$ cat config.mk
export PLATFORM = sky130hd
export DESIGN_NAME = thermostat_fan_pwm_controller_flat
export DESIGN_NICKNAME = d
export VERILOG_FILES = /design/src/rtl/tfpc_pkg.sv /design/src/rtl/tfpc_if.sv /design/src/rtl/thermostat_fan_pwm_controller.sv /design/src/rtl/tfpc_ctrl.sv /design/src/flat_wrapper.sv
export SDC_FILE = /design/constraint.sdc
export NUM_CORES = 1
export LEC_CHECK = 0
export BUFFER_PORTS_ARGS = -buffer_cell sky130_fd_sc_hd__buf_2
export CELL_PAD_IN_SITES_DETAIL_PLACEMENT = 0
export CELL_PAD_IN_SITES_GLOBAL_PLACEMENT = 1
export CORE_ASPECT_RATIO = 0.75
export CORE_MARGIN = 2
export CORE_UTILIZATION = 55
export CTS_CLUSTER_DIAMETER = 100
export DETAILED_ROUTE_END_ITERATION = 16
export PLACE_DENSITY_LB_ADDON = 0.1
export REMOVE_ABC_BUFFERS = 1
export SLEW_MARGIN = 20
export SYNTH_ARGS = -nofsm -noshare
export SYNTH_HDL_FRONTEND = slang
export SYNTH_HIERARCHICAL = 1
export SYNTH_SLANG_ARGS = --single-unit
$ cat constraint.sdc
create_clock -name clk -period 16.37 [get_ports clk]
set_input_delay 2.4555 -clock clk [delete_from_list [all_inputs] [get_ports clk]]
set_output_delay 2.4555 -clock clk [all_outputs]
set_load 0.01 [all_outputs]
$ cat src/rtl/tfpc_pkg.sv
`timescale 1ns / 1ps

package tfpc_pkg;

  localparam int unsigned REG_IDX_W = 2;

  typedef enum logic [REG_IDX_W-1:0] {
    REG_PWM_PERIOD = 2'd0,
    REG_HOLD_TICKS = 2'd1,
    REG_SAMPLE_DIV = 2'd2,
    REG_START_DUTY = 2'd3
  } reg_idx_t;

  localparam logic [15:0] PWM_PERIOD_RST = 16'd65535;
  localparam logic [7:0]  HOLD_TICKS_RST = 8'd8;
  localparam logic [7:0]  SAMPLE_DIV_RST = 8'd16;
  localparam logic [7:0]  START_DUTY_RST = 8'd50;

  localparam logic [7:0]  DUTY_FULL      = 8'd200;
  localparam logic [6:0]  SETPOINT_MAX   = 7'd100;
  localparam logic [6:0]  SETPOINT_RESET = 7'd25;

  // temperature = sample * 2442 / 100000 degrees
  localparam logic [23:0] TEMP_NUM = 24'd2442;
  localparam logic [23:0] TEMP_DEN = 24'd100000;

  // x / 25 == (x * RECIP_25) >> RECIP_SHIFT, exact for x < 2^21
  localparam logic [25:0] RECIP_25    = 26'd42949673;
  localparam int unsigned RECIP_SHIFT = 30;

  typedef struct packed {
    logic        up_press_event;
    logic        down_press_event;
    logic        up_held;
    logic        down_held;
    logic [11:0] adc_sample;
  } tick_t;

  typedef struct packed {
    logic        fan_on;
    logic [7:0]  duty_half_pct;
    logic [6:0]  setpoint_deg;
    logic [11:0] latched_reading;
    logic        setpoint_stepped;
  } ctrl_result_t;

endpackage

$ cat src/rtl/tfpc_if.sv
`timescale 1ns / 1ps

interface tfpc_tick_if;
  logic        valid;
  logic        ready;
  logic        up_press_event;
  logic        down_press_event;
  logic        up_held;
  logic        down_held;
  logic [11:0] adc_sample;

  modport source (output valid, up_press_event, down_press_event, up_held, down_held,
                  adc_sample, input ready);
  modport sink (input valid, up_press_event, down_press_event, up_held, down_held,
                adc_sample, output ready);
endinterface

interface tfpc_result_if;
  logic        valid;
  logic        ready;
  logic        fan_on;
  logic [15:0] pwm_compare;
  logic [7:0]  duty_half_pct;
  logic [6:0]  setpoint_deg;
  logic [11:0] latched_reading;
  logic        setpoint_stepped;

  modport source (output valid, fan_on, pwm_compare, duty_half_pct, setpoint_deg,
                  latched_reading, setpoint_stepped, input ready);
  modport sink (input valid, fan_on, pwm_compare, duty_half_pct, setpoint_deg,
                latched_reading, setpoint_stepped, output ready);
endinterface

interface tfpc_cfg_if import tfpc_pkg::*; ();
  logic                 valid;
  logic                 ready;
  logic [REG_IDX_W-1:0] index;
  logic [15:0]          data;

  modport source (output valid, index, data, input ready);
  modport sink (input valid, index, data, output ready);
endinterface

$ cat src/rtl/thermostat_fan_pwm_controller.sv
`timescale 1ns / 1ps
// Thermostat fan PWM controller.
// tick_in: one word per tick carrying the up/down press events, held levels
//   and a raw 12-bit temperature sample. result_out: one word per tick with
//   fan state, PWM compare value, duty, set point, latched sample and a
//   set point change flag.
// cfg: register writes (pwm_period, hold_ticks, sample_div, start_duty),
//   always ready; write only while no tick is in flight.
// Pipeline: four registered stages (input register,
//   control state update, period*duty product, divide-by-200 by reciprocal).
// Throughput: one tick per cycle unless result_out stalls; control state
//   updates once per tick, so back-to-back ticks see each other's results.
// Each of the four stages holds its word when the stage after it is full and
//   stalled; empty stages keep filling, so tick_in stays ready until all four
//   are occupied behind a stalled result_out.
// Reset: registers return to 65535 / 8 / 16 / 50, set point 25, fan off,
//   duty 50, all counters and the latched sample cleared, pipeline emptied.
module thermostat_fan_pwm_controller import tfpc_pkg::*; (
  input logic           clk,
  input logic           rst,
  tfpc_tick_if.sink     tick_in,
  tfpc_result_if.source result_out,
  tfpc_cfg_if.sink      cfg
);

  logic [15:0] pwm_period;
  logic [7:0]  hold_ticks;
  logic [7:0]  sample_div;
  logic [7:0]  start_duty;

  logic         s0_valid, s1_valid, s2_valid, o_valid;
  tick_t        s0_tick;
  ctrl_result_t ctrl_res, s1_res, s2_res, o_res;
  logic [23:0]  s2_prod;
  logic [15:0]  o_compare;

  logic        o_free, s2_free, s1_free, s0_free, step;
  logic [46:0] recip_prod;
  logic [15:0] quotient;

  // config registers
  assign cfg.ready = 1'b1;

  always_ff @(posedge clk) begin
    if (rst) begin
      pwm_period <= PWM_PERIOD_RST;
      hold_ticks <= HOLD_TICKS_RST;
      sample_div <= SAMPLE_DIV_RST;
      start_duty <= START_DUTY_RST;
    end else if (cfg.valid) begin
      case (cfg.index)
        REG_PWM_PERIOD: pwm_period <= cfg.data;
        REG_HOLD_TICKS: hold_ticks <= cfg.data[7:0];
        REG_SAMPLE_DIV: sample_div <= cfg.data[7:0];
        REG_START_DUTY: start_duty <= cfg.data[7:0];
        default: ;
      endcase
    end
  end

  // pipeline flow control
  assign o_free   = !o_valid || result_out.ready;
  assign s2_free  = !s2_valid || o_free;
  assign s1_free  = !s1_valid || s2_free;
  assign s0_free  = !s0_valid || s1_free;
  assign step     = s0_valid && s1_free;
  assign tick_in.ready = s0_free;

  tfpc_ctrl u_ctrl (
    .clk        (clk),
    .rst        (rst),
    .step       (step),
    .tick       (s0_tick),
    .hold_ticks (hold_ticks),
    .sample_div (sample_div),
    .start_duty (start_duty),
    .res        (ctrl_res)
  );

  // p / 200 = (p >> 3) / 25
  assign recip_prod = 47'(s2_prod[23:3]) * 47'(RECIP_25);
  assign quotient   = recip_prod[RECIP_SHIFT +: 16];

  always_ff @(posedge clk) begin
    if (rst) begin
      s0_valid <= 1'b0;
      s1_valid <= 1'b0;
      s2_valid <= 1'b0;
      o_valid  <= 1'b0;
    end else begin
      if (s0_free) s0_valid <= tick_in.valid;
      if (s1_free) s1_valid <= s0_valid;
      if (s2_free) s2_valid <= s1_valid;
      if (o_free)  o_valid  <= s2_valid;
    end
  end

  always_ff @(posedge clk) begin
    if (s0_free && tick_in.valid) begin
      s0_tick.up_press_event   <= tick_in.up_press_event;
      s0_tick.down_press_event <= tick_in.down_press_event;
      s0_tick.up_held          <= tick_in.up_held;
      s0_tick.down_held        <= tick_in.down_held;
      s0_tick.adc_sample       <= tick_in.adc_sample;
    end
    if (step) begin
      s1_res <= ctrl_res;
    end
    if (s2_free && s1_valid) begin
      s2_res  <= s1_res;
      s2_prod <= 24'(pwm_period) * 24'(s1_res.duty_half_pct);
    end
    if (o_free && s2_valid) begin
      o_res     <= s2_res;
      o_compare <= s2_res.fan_on ? quotient : '0;
    end
  end

  assign result_out.valid            = o_valid;
  assign result_out.fan_on           = o_res.fan_on;
  assign result_out.pwm_compare      = o_compare;
  assign result_out.duty_half_pct    = o_res.duty_half_pct;
  assign result_out.setpoint_deg     = o_res.setpoint_deg;
  assign result_out.latched_reading  = o_res.latched_reading;
  assign result_out.setpoint_stepped = o_res.setpoint_stepped;

  a_duty_range: assert property (@(posedge clk) disable iff (rst)
    result_out.valid |-> result_out.duty_half_pct <= DUTY_FULL)
    else $error("duty above full scale");

  a_setpoint_range: assert property (@(posedge clk) disable iff (rst)
    result_out.valid |-> result_out.setpoint_deg <= SETPOINT_MAX)
    else $error("set point above limit");

  a_fan_off_compare: assert property (@(posedge clk) disable iff (rst)
    result_out.valid && !result_out.fan_on |-> result_out.pwm_compare == '0)
    else $error("nonzero compare with fan off");

  a_stall_holds_ctrl: assert property (@(posedge clk) disable iff (rst)
    s0_valid && !s1_free |=> s0_valid && $stable(s0_tick))
    else $error("input word lost while control stage blocked");

endmodule

$ cat src/rtl/tfpc_ctrl.sv
`timescale 1ns / 1ps

module tfpc_ctrl import tfpc_pkg::*; (
  input  logic         clk,
  input  logic         rst,
  input  logic         step,
  input  tick_t        tick,
  input  logic [7:0]   hold_ticks,
  input  logic [7:0]   sample_div,
  input  logic [7:0]   start_duty,
  output ctrl_result_t res
);

  logic [7:0]  sample_count, sample_count_next;
  logic [11:0] held_sample, held_sample_next;
  logic [7:0]  up_hold_count, up_hold_count_next;
  logic [7:0]  down_hold_count, down_hold_count_next;
  logic        up_armed, up_armed_next;
  logic        down_armed, down_armed_next;
  logic [6:0]  target_deg, target_deg_next;
  logic        running, running_next;
  logic [7:0]  duty_now, duty_now_next;

  logic [8:0]  count_inc;
  logic [23:0] temp_scaled;
  logic [23:0] target_scaled;
  logic [7:0]  start_val;

  assign start_val = (start_duty > DUTY_FULL) ? DUTY_FULL : start_duty;

  always_comb begin
    up_armed_next   = up_armed | tick.up_press_event;
    down_armed_next = down_armed | tick.down_press_event;

    // divider compares with one extra bit so 255 still wraps
    count_inc = {1'b0, sample_count} + 9'd1;
    if (count_inc > {1'b0, sample_div}) begin
      sample_count_next = '0;
      held_sample_next  = tick.adc_sample;
    end else begin
      sample_count_next = count_inc[7:0];
      held_sample_next  = held_sample;
    end

    up_hold_count_next   = up_hold_count;
    down_hold_count_next = down_hold_count;
    if (up_hold_count < hold_ticks && tick.up_held) begin
      up_hold_count_next = up_hold_count + 8'd1;
    end else if (down_hold_count < hold_ticks && tick.down_held) begin
      down_hold_count_next = down_hold_count + 8'd1;
    end

    if (!tick.up_held) begin
      up_hold_count_next = '0;
      up_armed_next      = 1'b0;
    end
    if (!tick.down_held) begin
      down_hold_count_next = '0;
      down_armed_next      = 1'b0;
    end

    target_deg_next = target_deg;
    if (up_hold_count_next >= hold_ticks || down_hold_count_next >= hold_ticks) begin
      if (down_armed_next) begin
        if (target_deg != '0) target_deg_next = target_deg - 7'd1;
      end else if (up_armed_next) begin
        if (target_deg < SETPOINT_MAX) target_deg_next = target_deg + 7'd1;
      end
      up_hold_count_next   = '0;
      down_hold_count_next = '0;
    end

    temp_scaled   = 24'(held_sample_next) * TEMP_NUM;
    target_scaled = 24'(target_deg_next) * TEMP_DEN;

    running_next  = running;
    duty_now_next = duty_now;
    if (temp_scaled > target_scaled) begin
      // first hot tick only switches on; ramp starts on the next one
      if (!running) begin
        running_next = 1'b1;
      end else if (duty_now < DUTY_FULL) begin
        duty_now_next = duty_now + 8'd1;
      end
    end else begin
      running_next  = 1'b0;
      duty_now_next = start_val;
    end

    res.fan_on           = running_next;
    res.duty_half_pct    = duty_now_next;
    res.setpoint_deg     = target_deg_next;
    res.latched_reading  = held_sample_next;
    res.setpoint_stepped = (target_deg_next != target_deg);
  end

  always_ff @(posedge clk) begin
    if (rst) begin
      sample_count    <= '0;
      held_sample     <= '0;
      up_hold_count   <= '0;
      down_hold_count <= '0;
      up_armed        <= 1'b0;
      down_armed      <= 1'b0;
      target_deg      <= SETPOINT_RESET;
      running         <= 1'b0;
      duty_now        <= START_DUTY_RST;
    end else if (step) begin
      sample_count    <= sample_count_next;
      held_sample     <= held_sample_next;
      up_hold_count   <= up_hold_count_next;
      down_hold_count <= down_hold_count_next;
      up_armed        <= up_armed_next;
      down_armed      <= down_armed_next;
      target_deg      <= target_deg_next;
      running         <= running_next;
      duty_now        <= duty_now_next;
    end
  end

endmodule
$ cat src/flat_wrapper.sv
// flat-port wrapper written by rule: the top's interface ports become plain ports
module thermostat_fan_pwm_controller_flat import tfpc_pkg::*;
  (clk, rst, tick_in_valid, tick_in_up_press_event, tick_in_down_press_event, tick_in_up_held, tick_in_down_held, tick_in_adc_sample, tick_in_ready, result_out_valid, result_out_fan_on, result_out_pwm_compare, result_out_duty_half_pct, result_out_setpoint_deg, result_out_latched_reading, result_out_setpoint_stepped, result_out_ready, cfg_valid, cfg_index, cfg_data, cfg_ready);
  tfpc_tick_if tick_in_i ();
  tfpc_result_if result_out_i ();
  tfpc_cfg_if cfg_i ();
  input logic clk;
  input logic rst;
  input wire logic [$bits(tick_in_i.valid)-1:0] tick_in_valid;
  input wire logic [$bits(tick_in_i.up_press_event)-1:0] tick_in_up_press_event;
  input wire logic [$bits(tick_in_i.down_press_event)-1:0] tick_in_down_press_event;
  input wire logic [$bits(tick_in_i.up_held)-1:0] tick_in_up_held;
  input wire logic [$bits(tick_in_i.down_held)-1:0] tick_in_down_held;
  input wire logic [$bits(tick_in_i.adc_sample)-1:0] tick_in_adc_sample;
  output wire logic [$bits(tick_in_i.ready)-1:0] tick_in_ready;
  output wire logic [$bits(result_out_i.valid)-1:0] result_out_valid;
  output wire logic [$bits(result_out_i.fan_on)-1:0] result_out_fan_on;
  output wire logic [$bits(result_out_i.pwm_compare)-1:0] result_out_pwm_compare;
  output wire logic [$bits(result_out_i.duty_half_pct)-1:0] result_out_duty_half_pct;
  output wire logic [$bits(result_out_i.setpoint_deg)-1:0] result_out_setpoint_deg;
  output wire logic [$bits(result_out_i.latched_reading)-1:0] result_out_latched_reading;
  output wire logic [$bits(result_out_i.setpoint_stepped)-1:0] result_out_setpoint_stepped;
  input wire logic [$bits(result_out_i.ready)-1:0] result_out_ready;
  input wire logic [$bits(cfg_i.valid)-1:0] cfg_valid;
  input wire logic [$bits(cfg_i.index)-1:0] cfg_index;
  input wire logic [$bits(cfg_i.data)-1:0] cfg_data;
  output wire logic [$bits(cfg_i.ready)-1:0] cfg_ready;
  assign tick_in_i.valid = tick_in_valid;
  assign tick_in_i.up_press_event = tick_in_up_press_event;
  assign tick_in_i.down_press_event = tick_in_down_press_event;
  assign tick_in_i.up_held = tick_in_up_held;
  assign tick_in_i.down_held = tick_in_down_held;
  assign tick_in_i.adc_sample = tick_in_adc_sample;
  assign tick_in_ready = tick_in_i.ready;
  assign result_out_valid = result_out_i.valid;
  assign result_out_fan_on = result_out_i.fan_on;
  assign result_out_pwm_compare = result_out_i.pwm_compare;
  assign result_out_duty_half_pct = result_out_i.duty_half_pct;
  assign result_out_setpoint_deg = result_out_i.setpoint_deg;
  assign result_out_latched_reading = result_out_i.latched_reading;
  assign result_out_setpoint_stepped = result_out_i.setpoint_stepped;
  assign result_out_i.ready = result_out_ready;
  assign cfg_i.valid = cfg_valid;
  assign cfg_i.index = cfg_index;
  assign cfg_i.data = cfg_data;
  assign cfg_ready = cfg_i.ready;
  thermostat_fan_pwm_controller u_core (.clk(clk), .rst(rst), .tick_in(tick_in_i), .result_out(result_out_i), .cfg(cfg_i));
endmodule
Yosys cells after proc, flatten, opt, wreduce, memory -nomap -nowiden

Cells that the tools add are included.

Output and inout port bits: 48
Register bits after elaboration: 241
Word-level logic and storage cells: 106
Bits of input ports: 39

Equality and inequality tests: 4
Add/sub/neg operators: 6
Multiplexer cells: 21
Reductions and logical operators: 21
$lt $le $gt $ge: 9
Bitwise operators: 2
Multipliers: 4

Operator list:

| kind                     | count |
|---|---|
| $mux W8                  | 12 |
| $mul A21 B26 Y46 const B | 1 |
| $mux W7                  | 5 |
| $add A8 B1 Y8 const B    | 3 |
| $gt A24 B24 Y1           | 1 |
| $mul A16 B8 Y24          | 1 |
| $mul A12 B11 Y23 const B | 1 |
| $mul A7 B12 Y19 const B  | 1 |
| $ge A8 B8 Y1             | 2 |
| $lt A8 B8 Y1             | 2 |
| $mux W12                 | 1 |
| $add A8 B1 Y9 const B    | 1 |
| $gt A9 B8 Y1             | 1 |
| $gt A8 B8 Y1 const B     | 1 |
| $lt A8 B8 Y1 const B     | 1 |
| $reduce_and A2 Y1        | 4 |
| $add A7 B1 Y7 const B    | 1 |
| $lt A7 B7 Y1 const B     | 1 |
| $ne A7 B7 Y1             | 1 |
| $reduce_bool A7 Y1       | 1 |
| $sub A7 B1 Y7 const B    | 1 |
| $logic_and A1 B1 Y1      | 6 |
| $logic_or A1 B1 Y1       | 5 |
| $eq A2 B2 Y1 const B     | 2 |
| 5 further kinds          | 11 |

Longest topological paths before layout

Depth after elaboration: 11
Depth in mapped cells: 43
Gate-level depth less buffers: 39

Cells and area by module

The synthesis kept the hierarchy.

By module, submodules not included:

| module                        | seq. area each (um^2) | area each (um^2) | cells each | times used |
|---|---|---|---|---|
| thermostat_fan_pwm_controller | 5084.9                | 18345.1          | 1673       | 1 |
| tfpc_ctrl                     | 1081.0                | 8495.6           | 1050       | 1 |

Least setup slack after synthesis

No wires, ideal clock.

Kind: register to register
Start point: register u_core.u_ctrl.sample_count[0]
End point: register u_core/s1_res[22] (netlist bit) (data pin)
Arrival time: 8.076 ns
Setup time: 0.274 ns
Setup slack: 8.020 ns
Required time: 16.096 ns
Cell stages (with the launch flop): 36
Cells stage by stage: dfxtp_1 > ha_1 > and3_4 > and3_4 > xor2_1 > ha_1 > nand4_1 > or2_2 > o211ai_1 > o21ai_1 > buf_2 > mux2_2 > ha_1 > ha_1 > inv_1 > fa_1 > inv_1 > fa_1 > fa_1 > ha_1 > a21oi_2 > nor2b_4 > o31a_1 > or4_1 > a31o_1 > a21oi_2 > xnor2_1 > ha_1 > nand2_1 > o21ai_0 > a21oi_1 > mux2i_1 > o21a_1 > clkbuf_1 > buf_1 > o21ai_0

RTL lines:

| what                   | RTL line                             | RTL |
|---|---|---|
| start, declared        | tfpc_ctrl.sv:14                      | `logic [7:0] sample_count, sample_count_next;` |
| start signal, assigned | tfpc_ctrl.sv:109                     | `sample_count <= sample_count_next;` |
| end signal, assigned   | thermostat_fan_pwm_controller.sv:107 | `s1_res <= ctrl_res;` |
| end, declared          | thermostat_fan_pwm_controller.sv:33  | `ctrl_result_t ctrl_res, s1_res, s2_res, o_res;` |

==> results.toml <==
[yosys]
postSynthAreaPerCell_um2 = 9.86
yosys.area.top_type = "ha_1"
synth_edf_count = 140
synth_top_area_frac = 0.211
synth_most_common_cell = "inv_1"
yosysUniqueCellTypes = 93
ys_async_sr_fraction = 0
synthFlopType = "edfxtp_1"
synth_area_leaders = "ha_1 (21%), fa_1 (21%), edfxtp_1 (16%)"
syn_inst = 2723
ys_seq_area_frac = 0.230
synth_area_um2 = 26800
ys_ff_latch = 238
synthTopCellsByCount = "inv_1 (483), ha_1 (453), fa_1 (281)"
yosysWarnings = 6

[clock_network]
post_cts_resized = 0
numCtsBuffers = 26
clk_pin_slew_ns = 0.06
insertion_delay_ns = 0.58
clock_sinks = 238
htreeDepth = 1
cts_tree = "done"
root_buffer = "clkbuf_16"
cts.path.max_buffers = 3
holdBufCountCts = 0
postCtsSetupBuffers = 0

[floorplan]
coreArea_um2 = 48400
die_x_um = 259
die_h_um = 195
io_pins = 87
initial_core_util = 0.554
rows = 70
die-area_um2 = 50600

[grt]
use_met1 = 0.356
grt_pass1_vias = 19500
grt_max_degree = 67
grt_pass1_wl_mm = 99.7
gr-usage-met3 = 0.0363
grt_antenna_before_repair = 0
gr-usage-met2 = 0.389
grt_usage = 0.244
busiest_layer = "met2"
overflow = 0

[placement]
place_area_um2 = 27900
dpl_worst_slack_ns = 6.32
hpwl_mm = 49.1
port_buffers = 85
gp_congestion = 0.945

[finish]
utilization = 0.594
final_area_um2 = 28800
layout-drive-gt1-share = 0.0719
num_antenna_cells = 0
area_growth_pct = 7.20
finalNetCount = 3548

[worst_setup_path]
max_stage_delay_ns = 0.88
crit_path_frequent_cell = "ha_1"
arrival_ns = 10.48
setup.worst_path.end_class = "register"
cp_slowest_cell = "o2111a_1"
crit_required_ns = 16.68
path_class = "reg -> reg"
worstPathMaxFanout = 28
cp-start-kind = "register"

[detailed_routing]
drc = 0
vias_per_cell = 5.56
drt_iter0_markers = 1221
wire_per_inst_um = 17.6
firstDrtPassIters = 5
routed_wirelength_mm = 60.5
num_vias = 19100
ant_nets = 0

[timing]
hold_viol_final = 0
period_needed_ns = 10.16
maxSlewHeadroom = 0.342
setup_tns_ns = 0
timing.fmax_mhz = 98.4
rsz0062_at_grt = "no"
worst_pin_slew_ns = 0.987
finalClockSkew_ns = 0.0203
finalCritPeriodShare = 0.621
setup_ws_ns = 6.21
finalSetupViolCount = 0
drv_slew = 0

[status]
status = "finished, final reports clean"

[run]
drv_cap = 0

[min_path]
hold_class = "reg -> reg"
==> layout make-up <==
class                           instances  area, µm²
Tap cell                              648        811
Clock buffer                           32        724
Sequential cell                       238       6170
Multi-Input combinational cell       1932      18600
Timing Repair Buffer                   93        485
Clock inverter                         15        150
Fill cell                            4139      19700
Inverter                              484       1820
==> state kept, by name (all words and copies together) (netlist names), 12 cells and up <==
signal and flops:
u_core/u_ctrl/held_sample 12, u_core/pwm_period 16, u_core/result_out.latched_reading 12, u_core/s2_res 29, u_core/s0_tick 16, u_core/result_out.pwm_compare 16, u_core/s1_res 29, u_core/s2_prod 21
==> final timing paths <==
check	startpoint	to	slack (ns)	cells past startpoint
max	u_core/hold_ticks[5]	u_core/s1_res[27]	6.21	38
min	u_core/s1_res[7]	u_core/s2_res[7]	0.41	0
min reg2reg	u_core/s1_res[7]	u_core/s2_res[7]	0.41	0
max reg2reg	u_core/hold_ticks[5]	u_core/s1_res[27]	6.21	38
==> kinds of logic (layout without fill, tap and decap cells) <==
group / after synthesis / count (layout) / synth area share
multiplexers: 38 / 38 / 0.0147
flip-flops: 238 / 238 / 0.230
AO/OA/AOI/OAI: 417 / 417 / 0.105
buffers and inverters: 553 / 624 / 0.0780
AND/OR/NAND/NOR: 653 / 653 / 0.123
other: 1 / 1 / 0.000140
adder cells (fa/ha/maj): 734 / 734 / 0.421
XOR/XNOR: 89 / 89 / 0.0290
==> worst max-delay path, delay by kind of cell (launching register included) <==
family          cells  cell delay [ns]
compound gates     16             4.78
xor+xnor            2             0.18
fa+ha+maj           8             2.73
buf+inv             3             0.21
flops               1             0.34
mux                 1             0.23
simple gates        8             1.43
==> per-stage QoR <==
| step | instances | hold WS (ns) |
|---|---|---|
| floorplan | 2654 | 0.400 |
| global placement | 3395 | 0.402 |
| detailed placement | 3395 | 0.405 |
| CTS | 3442 | 0.417 |
| global route | 3442 | 0.426 |
| finish | 3442 | 0.414 |
==> placed cells by master, fill, tap and decap left out, drive strengths merged, types with 40 or more instances in the layout <==
master / instances
xnor2: 60
and2: 76
edfxtp: 140
a21oi: 138
inv: 485
dfxtp: 98
o21ai: 82
nand3: 55
buf: 93
nand2: 235
ha: 453
fa: 281
nor2: 92
nor2b: 40
==> routing by layer <==
layer  vias to the layer above  wire length [µm]
met2                       421             27400
met3                        55              3150
met4                         0               945
li1                       9248                 -
met1                      9401             29000
met5                         -                 0
Power is left out: the tool's default activity adds up to more than one toggle a clock period on the data nets, which glitch-free logic cannot reach.
